===== src/sv/dq_pkg.sv =====
// Shared types and constants for the double-ended queue.
// No dependencies; imported by every module of the block.
package dq_pkg;

    localparam int DEPTH         = 1024;
    localparam int IDX_W         = $clog2(DEPTH);
    localparam int CNT_W         = $clog2(DEPTH + 1);
    localparam int SUM_W         = IDX_W + 1;
    localparam int DATA_W        = 32;
    localparam int ENTRY_COUNT_W = 11;
    localparam int IN_TDATA_W    = 40;
    localparam int OUT_TDATA_W   = 112;

    typedef enum logic [2:0] {
        OP_PUSH_FRONT = 3'd0,
        OP_PUSH_BACK  = 3'd1,
        OP_POP_FRONT  = 3'd2,
        OP_POP_BACK   = 3'd3,
        OP_QUERY      = 3'd4
    } opcode_t;

    typedef enum logic {
        ST_IDLE,
        ST_FETCH
    } ctrl_state_t;

    typedef struct packed {
        logic accept;
        logic finish;
        logic out_load;
    } dq_cmd_t;

    typedef struct packed {
        logic need_fetch;
    } dq_status_t;

    function automatic logic [IDX_W-1:0] wrap_idx(input logic [SUM_W-1:0] s);
        logic [SUM_W-1:0] d;
        d = s - SUM_W'(DEPTH);
        if (s >= SUM_W'(DEPTH))
        begin
            return d[IDX_W-1:0];
        end
        return s[IDX_W-1:0];
    endfunction

endpackage


===== src/sv/dq_ctrl.sv =====
// Controller for the double-ended queue: beat acceptance, refill wait, result register.
// Depends on dq_pkg.
module dq_ctrl (
    input  logic               clk,
    input  logic               rst_n,
    input  logic               s_tvalid,
    output logic               s_tready,
    output logic               m_tvalid,
    input  logic               m_tready,
    input  dq_pkg::dq_status_t status,
    output dq_pkg::dq_cmd_t    cmd
);
    import dq_pkg::*;

    ctrl_state_t state_reg, state_next;
    logic        out_valid_reg, out_valid_next;
    logic        out_free;

    assign out_free = !out_valid_reg || m_tready;
    assign m_tvalid = out_valid_reg;

    always_comb
    begin
        state_next = state_reg;
        unique case (state_reg)
            ST_IDLE:
            begin
                if (s_tvalid && out_free && status.need_fetch)
                begin
                    state_next = ST_FETCH;
                end
            end
            ST_FETCH:
            begin
                if (out_free)
                begin
                    state_next = ST_IDLE;
                end
            end
            default: state_next = ST_IDLE;
        endcase
    end

    always_comb
    begin
        s_tready     = 1'b0;
        cmd.accept   = 1'b0;
        cmd.finish   = 1'b0;
        cmd.out_load = 1'b0;
        unique case (state_reg)
            ST_IDLE:
            begin
                s_tready     = out_free;
                cmd.accept   = s_tvalid && out_free;
                cmd.out_load = s_tvalid && out_free && !status.need_fetch;
            end
            ST_FETCH:
            begin
                cmd.finish   = out_free;
                cmd.out_load = out_free;
            end
            default: ;
        endcase
    end

    always_comb
    begin
        priority if (cmd.out_load)
        begin
            out_valid_next = 1'b1;
        end
        else if (m_tready)
        begin
            out_valid_next = 1'b0;
        end
        else
        begin
            out_valid_next = out_valid_reg;
        end
    end

    always_ff @(posedge clk or negedge rst_n)
    begin
        if (!rst_n)
        begin
            state_reg     <= ST_IDLE;
            out_valid_reg <= 1'b0;
        end
        else
        begin
            state_reg     <= state_next;
            out_valid_reg <= out_valid_next;
        end
    end

endmodule


===== config.mk =====
export PLATFORM = sky130hd
export DESIGN_NAME = dq_ctrl
export DESIGN_NICKNAME = d
export VERILOG_FILES = /design/src/sv/dq_pkg.sv /design/src/sv/dq_ctrl.sv
export SDC_FILE = /design/constraint.sdc
export NUM_CORES = 1
export LEC_CHECK = 0
export ABC_AREA = 1
export BUFFER_PORTS_ARGS = -buffer_cell sky130_fd_sc_hd__buf_2
export CAP_MARGIN = 20
export CELL_PAD_IN_SITES_DETAIL_PLACEMENT = 1
export CELL_PAD_IN_SITES_GLOBAL_PLACEMENT = 1
export CORE_AREA = 3 3 40 42
export CTS_BUF_LIST = sky130_fd_sc_hd__clkbuf_16
export CTS_CLUSTER_DIAMETER = 150
export DETAILED_ROUTE_END_ITERATION = 10
export DIE_AREA = 0 0 43 45
export PLACE_DENSITY_LB_ADDON = 0.1
export SYNTH_ARGS = -nofsm -noshare
export SYNTH_HDL_FRONTEND = slang
export SYNTH_SLANG_ARGS = --single-unit

===== constraint.sdc =====
create_clock -name clk -period 1.1 [get_ports clk]
set_clock_uncertainty 0.1 [all_clocks]
set_input_delay 0.11 -clock clk [delete_from_list [all_inputs] [get_ports clk]]
set_output_delay 0.11 -clock clk [all_outputs]
set_load 0.05 [all_outputs]

[Word level (Yosys, flattened, before mapping)]
Index checks and enable logic that the tools add are counted.
Operators by class
  bitwise logic cells: 1
  muxes and demuxes: 9
  reduce and logical (&&, ||, !) cells: 7
Operators by type and width (number)
  1-bit 2-to-1 mux: 7
  1-bit case mux with 2 select lines: 2
  1-bit logical AND: 3
  1-bit zero test: 2
  2-bit nonzero test: 1
  1-bit logical OR: 1
  1-bit inverter: 1
Word-level totals
  output and inout port bits: 5
  input port bits: 5
  logic and storage cells: 19
  register bits after elaboration: 2

[Longest topological paths before layout]
Gate-level depths: netlist (run 1).
  depth in word-level cells: 6
  gate-level depth with buffers: 5
  gate-level depth less buffers: 4

[Worst setup path after synthesis (run 1)]
OpenSTA, ideal clock, no wires.
  kind: register to output
  start point: reg out_valid_reg, in the netlist m_tvalid
  end point: out cmd[2] (netlist bit)
  data required time: 0.890 ns
  data arrival time: 1.776 ns
  cell stages (with the launch flop): 4
  buffers on the path: 0
  path slack: -0.886 ns
  cell sequence: dfrtp_1 inv_1 nor2_2 nor3_1
RTL lines
  start, declared: line dq_ctrl.sv:16  | logic out_valid_reg, out_valid_next;
  start signal, assigned: line dq_ctrl.sv:92  | out_valid_reg <= out_valid_next;
  end, declared: line dq_ctrl.sv:11  | output dq_pkg::dq_cmd_t cmd

==> impl_metrics.env, run 1 <==
export IMPL_status="finished with violations"
export IMPL_failed_checks="setup timing"
export IMPL_synth_area_leaders="dfrtp_1, nand2_1, inv_1, nor2_2, nand3_2"
export IMPL_r2r_start="state_reg"
export IMPL_numCtsBuffers=3
export IMPL_cp_required_ns=0.89
export IMPL_syn_num_nets=25
export IMPL_cp_top_family="flip-flops"
export IMPL_path_class="reg -> out"
export IMPL_hold_slack_ns=0.0545
export IMPL_core_area_um2=1280
export IMPL_synth_top_family_by_area="simple AND/OR/NAND/NOR gates"
export IMPL_fin_util=0.285
export IMPL_ys_types=9
export IMPL_switching_share=0.312
export IMPL_via_count=176
export IMPL_ant_nets=0
export IMPL_grt_max_degree=6
export IMPL_synthXorXnorAreaFrac=0
export IMPL_numClockSinks=2
export IMPL_p_clk_frac=0.581
export IMPL_start_util=0.105
export IMPL_arrival_ns=1.12
export IMPL_drt_iter0_drc=0
export IMPL_drc=0
export IMPL_rr_worst_depth=4
export IMPL_port_buffers=9
export IMPL_max_stage_delay_ns=0.41
export IMPL_synth_avg_cell_area_um2=6.76
export IMPL_max_freq_ghz=0.752
export IMPL_crit_chain="inv_2 -> nor2_4 -> nor3_4 -> buf_6"
export IMPL_postSynthCellCount=20
export IMPL_period_needed_ns=1.33
export IMPL_switchingPower_uw=300
export IMPL_netlist_area_um2=135
export IMPL_synth_compound_area_frac=0
export IMPL_post_place_ws_ns=-0.142
export IMPL_rows=13
export IMPL_path_clk_slew_ns=0.03
export IMPL_final_cell_area_um2=367
export IMPL_power_leakage_nw=0.181
export IMPL_mostFrequentLayoutCells="buf_2, inv_1"
export IMPL_worst_setup_path_start_kind="flop"
export IMPL_antenna_found_initial=0
export IMPL_area_growth_pct=171
export IMPL_firstDrtPassIters=1
export IMPL_cts_tree="built"
export IMPL_end_kind="output port"
export IMPL_path_buf_inv=2
export IMPL_worstPathMaxFanout=3
export IMPL_ctsHtreeMaxLevel=1
export IMPL_final_common_cell="buf_2"
export IMPL_period_share=1.21
export IMPL_root_buffer="clkbuf_16"
export IMPL_crit_slowest_cell="dfrtp_2"
export IMPL_p_int_uw=661
export IMPL_cp_startpoint="m_tvalid"
export IMPL_r2r_end="m_tvalid"
export IMPL_fp_dieH_um=45
export IMPL_diodes=0
export IMPL_dp_hpwl_um=354
export IMPL_report_final_hold_viol_count=0
export IMPL_synthDominantCellAreaShare=0.370
export IMPL_pwr_share_seq=0.117
export IMPL_synth_seq_area_share=0.370
export IMPL_hold_path_class="in -> reg"
export IMPL_vias_per_cell=3.52
export IMPL_synth_area_leader_cell="dfrtp_1"
export IMPL_synth_warning_count=0
export IMPL_grt_pass1_vias=207
export IMPL_setup_viol=4
export IMPL_worst_path_stages=4
export IMPL_combPwrFrac=0.302
export IMPL_worstSkewPairLatency_ns=0.22
export IMPL_routed_wl_um=456
export IMPL_layout_setup_ws_ns=-0.230
export IMPL_setup_worst_path_end="cmd[2]"
export IMPL_grt_pass1_wl_um=848
export IMPL_grt_usage=0.0682
export IMPL_maxSlewViolCount=0
export IMPL_gp_congestion=0.737
export IMPL_relSlewSlack=0.837
export IMPL_synth_seq_cells=2
export IMPL_cts_setup_buffers=0
export IMPL_dieWidth_um=43
export IMPL_post_dp_cell_area_um2=230
export IMPL_drive_above_1_share=0.743
export IMPL_rrSetupSlack_ns=0.09
export IMPL_setup_tns_ns=-0.727
export IMPL_ir_worst_vdd_mv=0.839
export IMPL_layout_nets=41
export IMPL_wire_per_inst_um=9.12
export IMPL_synthAdderAreaFrac=0
export IMPL_tightest_slew_ns=0.247
export IMPL_rsz0062_at_grt="yes"
export IMPL_synth_simple_gate_area_frac=0.435
export IMPL_synthMuxAreaShare=0
export IMPL_cts_buffer_depth=2
export IMPL_dieArea_um2=1940
export IMPL_grt_overflow_total=0
export IMPL_io_pins=10
export IMPL_drv_cap=0
export IMPL_power_density_nw_per_um2=2620
[final cells by class]
class | count | area (um^2)
Fill cell | 153 | 918
Timing Repair Buffer | 12 | 98.8
Multi-Input combinational cell | 12 | 95.1
Clock buffer | 3 | 75.1
Sequential cell | 2 | 52.6
Inverter | 5 | 22.5
Tap cell | 15 | 18.8
Clock inverter | 1 | 3.75
[cells by family (layout without fill, tap and decap cells)]
kind of cell,Yosys count,after routing
buffers and inverters,6,21
flip-flops,2,2
AND/OR/NAND/NOR,12,12
[worst register-to-register path: stages (launching register included)]
cell and delay, ns:
dfrtp_2 0.46, nor2_4 0.12, nand3_2 0.08, buf_4 0.14, nand2_1 0.05
[power groups by stage]
stage	clock [mW]	combinational, mW	sequential [mW]
6_report	0.559	0.290	0.112
5_1_grt	0.595	0.306	0.115
4_1_cts	0.577	0.295	0.114
3_5_place_dp	0	0.238	0.109
3_3_place_gp	0	0.237	0.106
2_1_floorplan	0	0.157	0.135
[metal layers]
metal	share of wire	global-route usage
met3	0.088	0.0478
met5	0	0
met1	0.36	0.0601
met2	0.50	0.0988
met4	0.046	0.0723
[repair_timing]
| action | 4_1_cts | 5_1_grt |
|---|---|---|
| pin swaps | 3 | 2 |
| endpoints found under the hold margin | 2 | 0 |
| hold buffers | 1 | 0 |
| endpoints found under the setup margin | 4 | 4 |
| resized for setup | 15 | 0 |
[through the flow]
step / total power, mW / cells
4_1_cts: 0.985 / 50
2_1_floorplan: 0.292 / 20
6_report: 0.962 / 50
3_3_place_gp: 0.343 / 45
3_5_place_dp: 0.347 / 45
5_1_grt: 1.02 / 50
[Yosys cell counts, drive strengths merged]
| master | number |
|---|---|
| nor3 | 1 |
| nand2 | 6 |
| nor2 | 3 |
| inv | 5 |
| dfrtp | 2 |
| nand3 | 2 |
| buf | 1 |
[how the worst min path moves through the flow]
stage | cells past startpoint | start | to | slack, ns
global placement | 1 | rst_n | state_reg | -0.20
global route | 3 | status | state_reg | 0.09
floorplan | 0 | rst_n | m_tvalid | -0.29
CTS | 3 | status | state_reg | 0.06
detailed placement | 1 | rst_n | state_reg | -0.20
finish | 3 | status | state_reg | 0.05
Note: power is estimated with default switching activity, not from simulation.
==> run 2, diff against run 1 <==
Settings changed: ABC_AREA 1 to unset.
==> run 2 against run 1 <==
The flow still finishes with violations (setup timing); hold slack better by 0.040 ns; worst setup slack worse by 0.028 ns; wire length is 4.6% lower; clock power is 2% lower; design area is 4.1% higher; critical path depth is 1 lower; final cell count is 6.0% lower; via count is 7.4% lower; synthesized cell count is 30% lower; combinational power is 4% lower; critical path type unchanged; critical endpoint is now cmd[0].
==> impl_metrics.env, run 2 <==
export IMPL_crit_slowest_cell="dfrtp_2"
export IMPL_power_leakage_nw=0.186
export IMPL_synthTopCellsByCount="dfrtp_1, nor2_1"
export IMPL_tightest_slew_ns=0.140
export IMPL_antenna_found_initial=0
export IMPL_start_util=0.102
export IMPL_relSlewSlack=0.904
export IMPL_final_cell_area_um2=382
export IMPL_grt_pass1_vias=187
export IMPL_setup_viol=5
export IMPL_multi_input_area_um2=93.8
export IMPL_via_count=163
export IMPL_diodes=0
export IMPL_rows=13
export IMPL_synth_edf_count=0
export IMPL_ir_worst_vdd_mv=0.541
export IMPL_path_class="reg -> out"
export IMPL_grt_pass1_wl_um=724
export IMPL_max_freq_ghz=0.736
export IMPL_rsz0062_at_grt="yes"
export IMPL_setup_tns_ns=-0.937
export IMPL_grt_overflow_total=0
export IMPL_fp_dieH_um=45
export IMPL_cp_required_ns=0.89
export IMPL_grt_max_degree=5
export IMPL_power_uw=917
export IMPL_routed_wl_um=435
export IMPL_synth_avg_cell_area_um2=9.38
export IMPL_synth_seq_cells=2
export IMPL_cts_buffer_depth=2
export IMPL_drive_above_1_share=0.781
export IMPL_p_int_uw=676
export IMPL_dp_hpwl_um=354
export IMPL_p_clk_frac=0.598
export IMPL_max_stage_delay_ns=0.38
export IMPL_ys_types=12
export IMPL_netlist_area_um2=131
export IMPL_crit_chain="and2b_2 -> a21oi_2 -> buf_6"
export IMPL_numClockSinks=2
export IMPL_period_needed_ns=1.36
export IMPL_use_met3=0.0120
export IMPL_worst_setup_path_start_kind="flop"
export IMPL_layout_nets=38
export IMPL_core_area_um2=1280
export IMPL_regArea_um2=51.3
export IMPL_synth_area_leaders="dfrtp_1, nand2b_4, mux2i_1, and2b_2, buf_4"
export IMPL_port_buffers=9
export IMPL_firstDrtPassIters=2
export IMPL_gr_usage_met2=0.0749
export IMPL_mostFrequentLayoutCells="buf_4, buf_2, clkbuf_16, buf_8"
export IMPL_final_common_cell="buf_4"
export IMPL_io_pins=10
export IMPL_area_growth_pct=190
export IMPL_synthDominantCellAreaShare=0.381
export IMPL_post_dp_cell_area_um2=243
export IMPL_numCtsBuffers=3
export IMPL_syn_num_nets=19
export IMPL_pwr_share_seq=0.099
export IMPL_synth_warning_count=0
export IMPL_worstPathMaxFanout=3
export IMPL_ant_nets=0
export IMPL_drc=0
export IMPL_grt_usage=0.0524
export IMPL_dieArea_um2=1940
export IMPL_ys_flop_type="dfrtp_1"
export IMPL_combPwrFrac=0.303
export IMPL_layout_setup_ws_ns=-0.258
export IMPL_grtUsageMet1=0.0625
export IMPL_vias_per_cell=3.47
export IMPL_drt_iter0_drc=1
export IMPL_switchingPower_uw=241
export IMPL_end_kind="output port"
export IMPL_power_density_nw_per_um2=2400
export IMPL_nFillCells=149
export IMPL_arrival_ns=1.15
export IMPL_period_share=1.23
export IMPL_worstSkewPairLatency_ns=0.22
export IMPL_synth_seq_area_share=0.381
export IMPL_dieWidth_um=43
export IMPL_root_buffer="clkbuf_16"
export IMPL_drv_cap=0
export IMPL_report_final_hold_viol_count=0
export IMPL_failed_checks="setup timing"
export IMPL_hold_path_class="in -> reg"
export IMPL_cts_tree="built"
export IMPL_postSynthCellCount=14
export IMPL_path_clk_slew_ns=0.03
export IMPL_synth_area_leader_cell="dfrtp_1"
export IMPL_gp_congestion=0.576
export IMPL_ys_async_sr_fraction=1.00
export IMPL_wire_per_inst_um=9.26
export IMPL_maxSlewViolCount=0
export IMPL_status="finished with violations"
export IMPL_switching_share=0.263
export IMPL_ctsHtreeMaxLevel=1
export IMPL_grt_busiest_layer="met2"
## run 2: final timing paths
path / startpoint / endpoint / slack (ns) / cells past startpoint
min in group asynchronous: rst_n / m_tvalid / 0.10 / 2
hold / removal: status / state_reg / 0.09 / 3
setup reg to reg: m_tvalid / state_reg / 0.01 / 4
max in group asynchronous: rst_n / m_tvalid / 0.69 / 2
setup / recovery: m_tvalid / cmd[0] / -0.26 / 3
hold reg to reg: state_reg / m_tvalid / 0.54 / 3
## run 2: metal layers
layer / part of all wire / up-vias
met3: 0.055 / 0
met5: 0 / -
met4: 0 / 0
li1: - / 80
met1: 0.46 / 76
met2: 0.48 / 7
## run 2: power by group through the flow
stage               logic, mW  clock network [mW]  registers [mW]
floorplan               0.138                   0           0.117
global placement        0.215                   0          0.0944
detailed placement      0.216                   0          0.0954
CTS                     0.272               0.556          0.0910
global route            0.291               0.574          0.0917
finish                  0.278               0.549          0.0906
## run 2: cells by family after synthesis
| family | Yosys count | share of synthesized area |
|---|---|---|
| DFF | 2 | 0.381 |
| and+or+nand+nor | 8 | 0.419 |
| AOI/OAI and AO/OA | 1 | 0.0381 |
| buffers and inverters | 2 | 0.0857 |
| muxes | 1 | 0.0762 |
## run 2: worst max-delay path, delay by kind of cell (launching register included)
| kind | cells | cell delay [ns] |
|---|---|---|
| flops | 1 | 0.38 |
| simple gates | 1 | 0.24 |
| buf+inv | 1 | 0.17 |
| compound gates | 1 | 0.13 |
## run 2: final cells by class
cell class,instances,area share
Timing Repair Buffer,15,0.354
Multi-Input combinational cell,10,0.246
Clock buffer,3,0.197
Sequential cell,2,0.134
Tap cell,15,0.0492
Clock inverter,1,0.00984
Inverter,1,0.00984
## run 2: repair_timing
| item | in CTS | in global routing |
|---|---|---|
| endpoints found under the hold margin | 2 | 0 |
| hold buffers | 1 | 0 |
| buffers inserted | 1 | 0 |
| resized for setup | 12 | 2 |
| setup endpoints to repair | 4 | 6 |
| pin swaps | 1 | 1 |
## run 2: per-stage QoR
step,hold slack [ns],setup slack [ns],utilization,std cells
after global routing,0.119,-0.306,0.297,47
after global placement,-0.204,-0.138,0.189,41
after CTS,0.0984,-0.273,0.291,47
final,0.0942,-0.258,0.297,47
after detailed placement,-0.202,-0.152,0.189,41
after floorplan,-0.286,-0.190,-,14
==> run 3, diff against run 2 <==
--- a/config.mk
+++ b/config.mk
@@ -15,4 +15,6 @@
 export DETAILED_ROUTE_END_ITERATION = 10
 export DIE_AREA = 0 0 43 45
+export GPL_ROUTABILITY_DRIVEN = 0
+export GPL_TIMING_DRIVEN = 0
 export PLACE_DENSITY_LB_ADDON = 0.1
 export SYNTH_ARGS = -nofsm -noshare
==> constraint.sdc (replaced) <==
create_clock -name clk -period 1.1 [get_ports clk]
set_clock_uncertainty 0.1 [all_clocks]
set_input_delay 0.055 -clock clk [delete_from_list [all_inputs] [get_ports clk]]
set_output_delay 0.055 -clock clk [all_outputs]
set_load 0.05 [all_outputs]
==> run 3 against run 2 <==
The run still ends with setup timing left; wire length down 7.1%; via count shrank 9.8%; global-route usage fell by 0.34 points; die area is the same; first-iteration DRC count fell by 100%; critical endpoint unchanged; register-to-register slack gained 0.10 ns; maximum frequency increased by 2.8%; design area is 6.6% lower; largest cell class unchanged; worst setup slack gained 0.037 ns; clock-buffer cell count unchanged.
==> impl_metrics.env, run 3 (synthesized netlist as in run 2, its figures left out) <==
export IMPL_status="finished with violations"
export IMPL_failed_checks="setup timing"
export IMPL_max_freq_ghz=0.757
export IMPL_worst_setup_path_start_kind="flop"
export IMPL_rows=13
export IMPL_cp_required_ns=0.94
export IMPL_firstDrtPassIters=1
export IMPL_period_needed_ns=1.32
export IMPL_ant_nets=0
export IMPL_grt_usage=0.0490
export IMPL_period_share=1.20
export IMPL_area_growth_pct=171
export IMPL_dieArea_um2=1940
export IMPL_drt_iter0_drc=0
export IMPL_port_buffers=9
export IMPL_tightest_slew_ns=0.249
export IMPL_relSlewSlack=0.835
export IMPL_drive_above_1_share=0.767
export IMPL_ctsHtreeMaxLevel=1
export IMPL_path_clk_slew_ns=0.03
export IMPL_switchingPower_uw=240
export IMPL_dieWidth_um=43
export IMPL_worstPathMaxFanout=3
export IMPL_worstSkewPairLatency_ns=0.22
export IMPL_path_class="reg -> out"
export IMPL_rsz0062_at_grt="yes"
export IMPL_setup_viol=4
export IMPL_root_buffer="clkbuf_16"
export IMPL_start_util=0.102
export IMPL_core_area_um2=1280
export IMPL_vias_per_cell=3.27
export IMPL_drv_cap=0
export IMPL_diodes=0
export IMPL_p_clk_frac=0.619
export IMPL_wire_per_inst_um=8.98
export IMPL_p_int_uw=656
export IMPL_hold_path_class="in -> reg"
export IMPL_arrival_ns=1.17
export IMPL_layout_nets=36
export IMPL_grt_overflow_total=0
export IMPL_numCtsBuffers=3
export IMPL_fin_util=0.278
export IMPL_report_final_hold_viol_count=0
export IMPL_combPwrFrac=0.279
export IMPL_power_uw=896
export IMPL_pwr_share_seq=0.102
export IMPL_ir_worst_vdd_mv=1.28
export IMPL_end_kind="output port"
export IMPL_cts_buffer_depth=2
export IMPL_antenna_found_initial=0
export IMPL_grt_max_degree=6
export IMPL_layout_setup_ws_ns=-0.221
export IMPL_fp_dieH_um=45
export IMPL_routed_wl_um=404
export IMPL_via_count=147
export IMPL_maxSlewViolCount=0
export IMPL_io_pins=10
export IMPL_final_cell_area_um2=357
export IMPL_power_density_nw_per_um2=2510
export IMPL_grt_pass1_wl_um=669
export IMPL_cts_tree="built"
export IMPL_grt_pass1_vias=179
export IMPL_power_leakage_nw=0.173
export IMPL_mostFrequentLayoutCells="buf_2, clkbuf_16, buf_4"
export IMPL_final_common_cell="buf_2"
export IMPL_drc=0
export IMPL_post_dp_cell_area_um2=224
export IMPL_switching_share=0.268
export IMPL_numClockSinks=2
==> run 3: final timing paths <==
check                      depth (start not counted)         to  slack, ns  startpoint
max                                                3     cmd[0]      -0.22    m_tvalid
min                                                3  state_reg       0.03      status
max reg2reg                                        3  state_reg       0.11   state_reg
min reg2reg                                        2   m_tvalid       0.44   state_reg
max in group asynchronous                          2   m_tvalid       0.75       rst_n
min in group asynchronous                          2   m_tvalid       0.05       rst_n
==> run 3: layout make-up <==
cell class,instances,area (um^2)
Timing Repair Buffer,13,110
Clock buffer,3,75.1
Clock inverter,1,3.75
Fill cell,147,928
Sequential cell,2,51.3
Tap cell,15,18.8
Multi-Input combinational cell,10,93.8
Inverter,1,3.75
==> run 3: what timing repair did <==
action / in CTS / in global routing
endpoints found under the hold margin: 2 / 0
hold buffers: 1 / 0
pin swaps: 0 / 1
resized for setup: 11 / 0
endpoints found under the setup margin: 4 / 4
buffers inserted: 3 / 0
==> run 3: power by group through the flow <==
stage | clock [mW] | sequential (mW) | combinational [mW]
6_report | 0.554 | 0.0916 | 0.250
5_1_grt | 0.570 | 0.0940 | 0.264
4_1_cts | 0.561 | 0.0921 | 0.254
3_5_place_dp | 0 | 0.0990 | 0.197
3_3_place_gp | 0 | 0.0982 | 0.197
2_1_floorplan | 0 | 0.117 | 0.138
==> run 3: routing by layer <==
metal | global-route usage | vias to the layer above | share of wire
met5 | 0 | - | 0
met4 | 0.0361 | 0 | 0
met3 | 0.0239 | 0 | 0.035
met2 | 0.0868 | 3 | 0.58
met1 | 0.0432 | 66 | 0.38
li1 | - | 78 | -
==> run 3: metrics by stage <==
stage | std cells | setup WS, ns | TNS, ns | hold WS, ns
finish | 45 | -0.221 | -0.738 | 0.0337
global route | 45 | -0.273 | -0.919 | 0.0639
CTS | 45 | -0.239 | -0.790 | 0.0335
detailed placement | 38 | -0.188 | -0.418 | -0.259
global placement | 38 | -0.184 | -0.395 | -0.259
floorplan | 14 | -0.135 | -0.384 | -0.341
==> run 3: critical path, cell delays in order (launching register included) <==
cell	delay [ns]
dfrtp_2	0.39
and2b_2	0.24
a21oi_2	0.15
buf_8	0.16
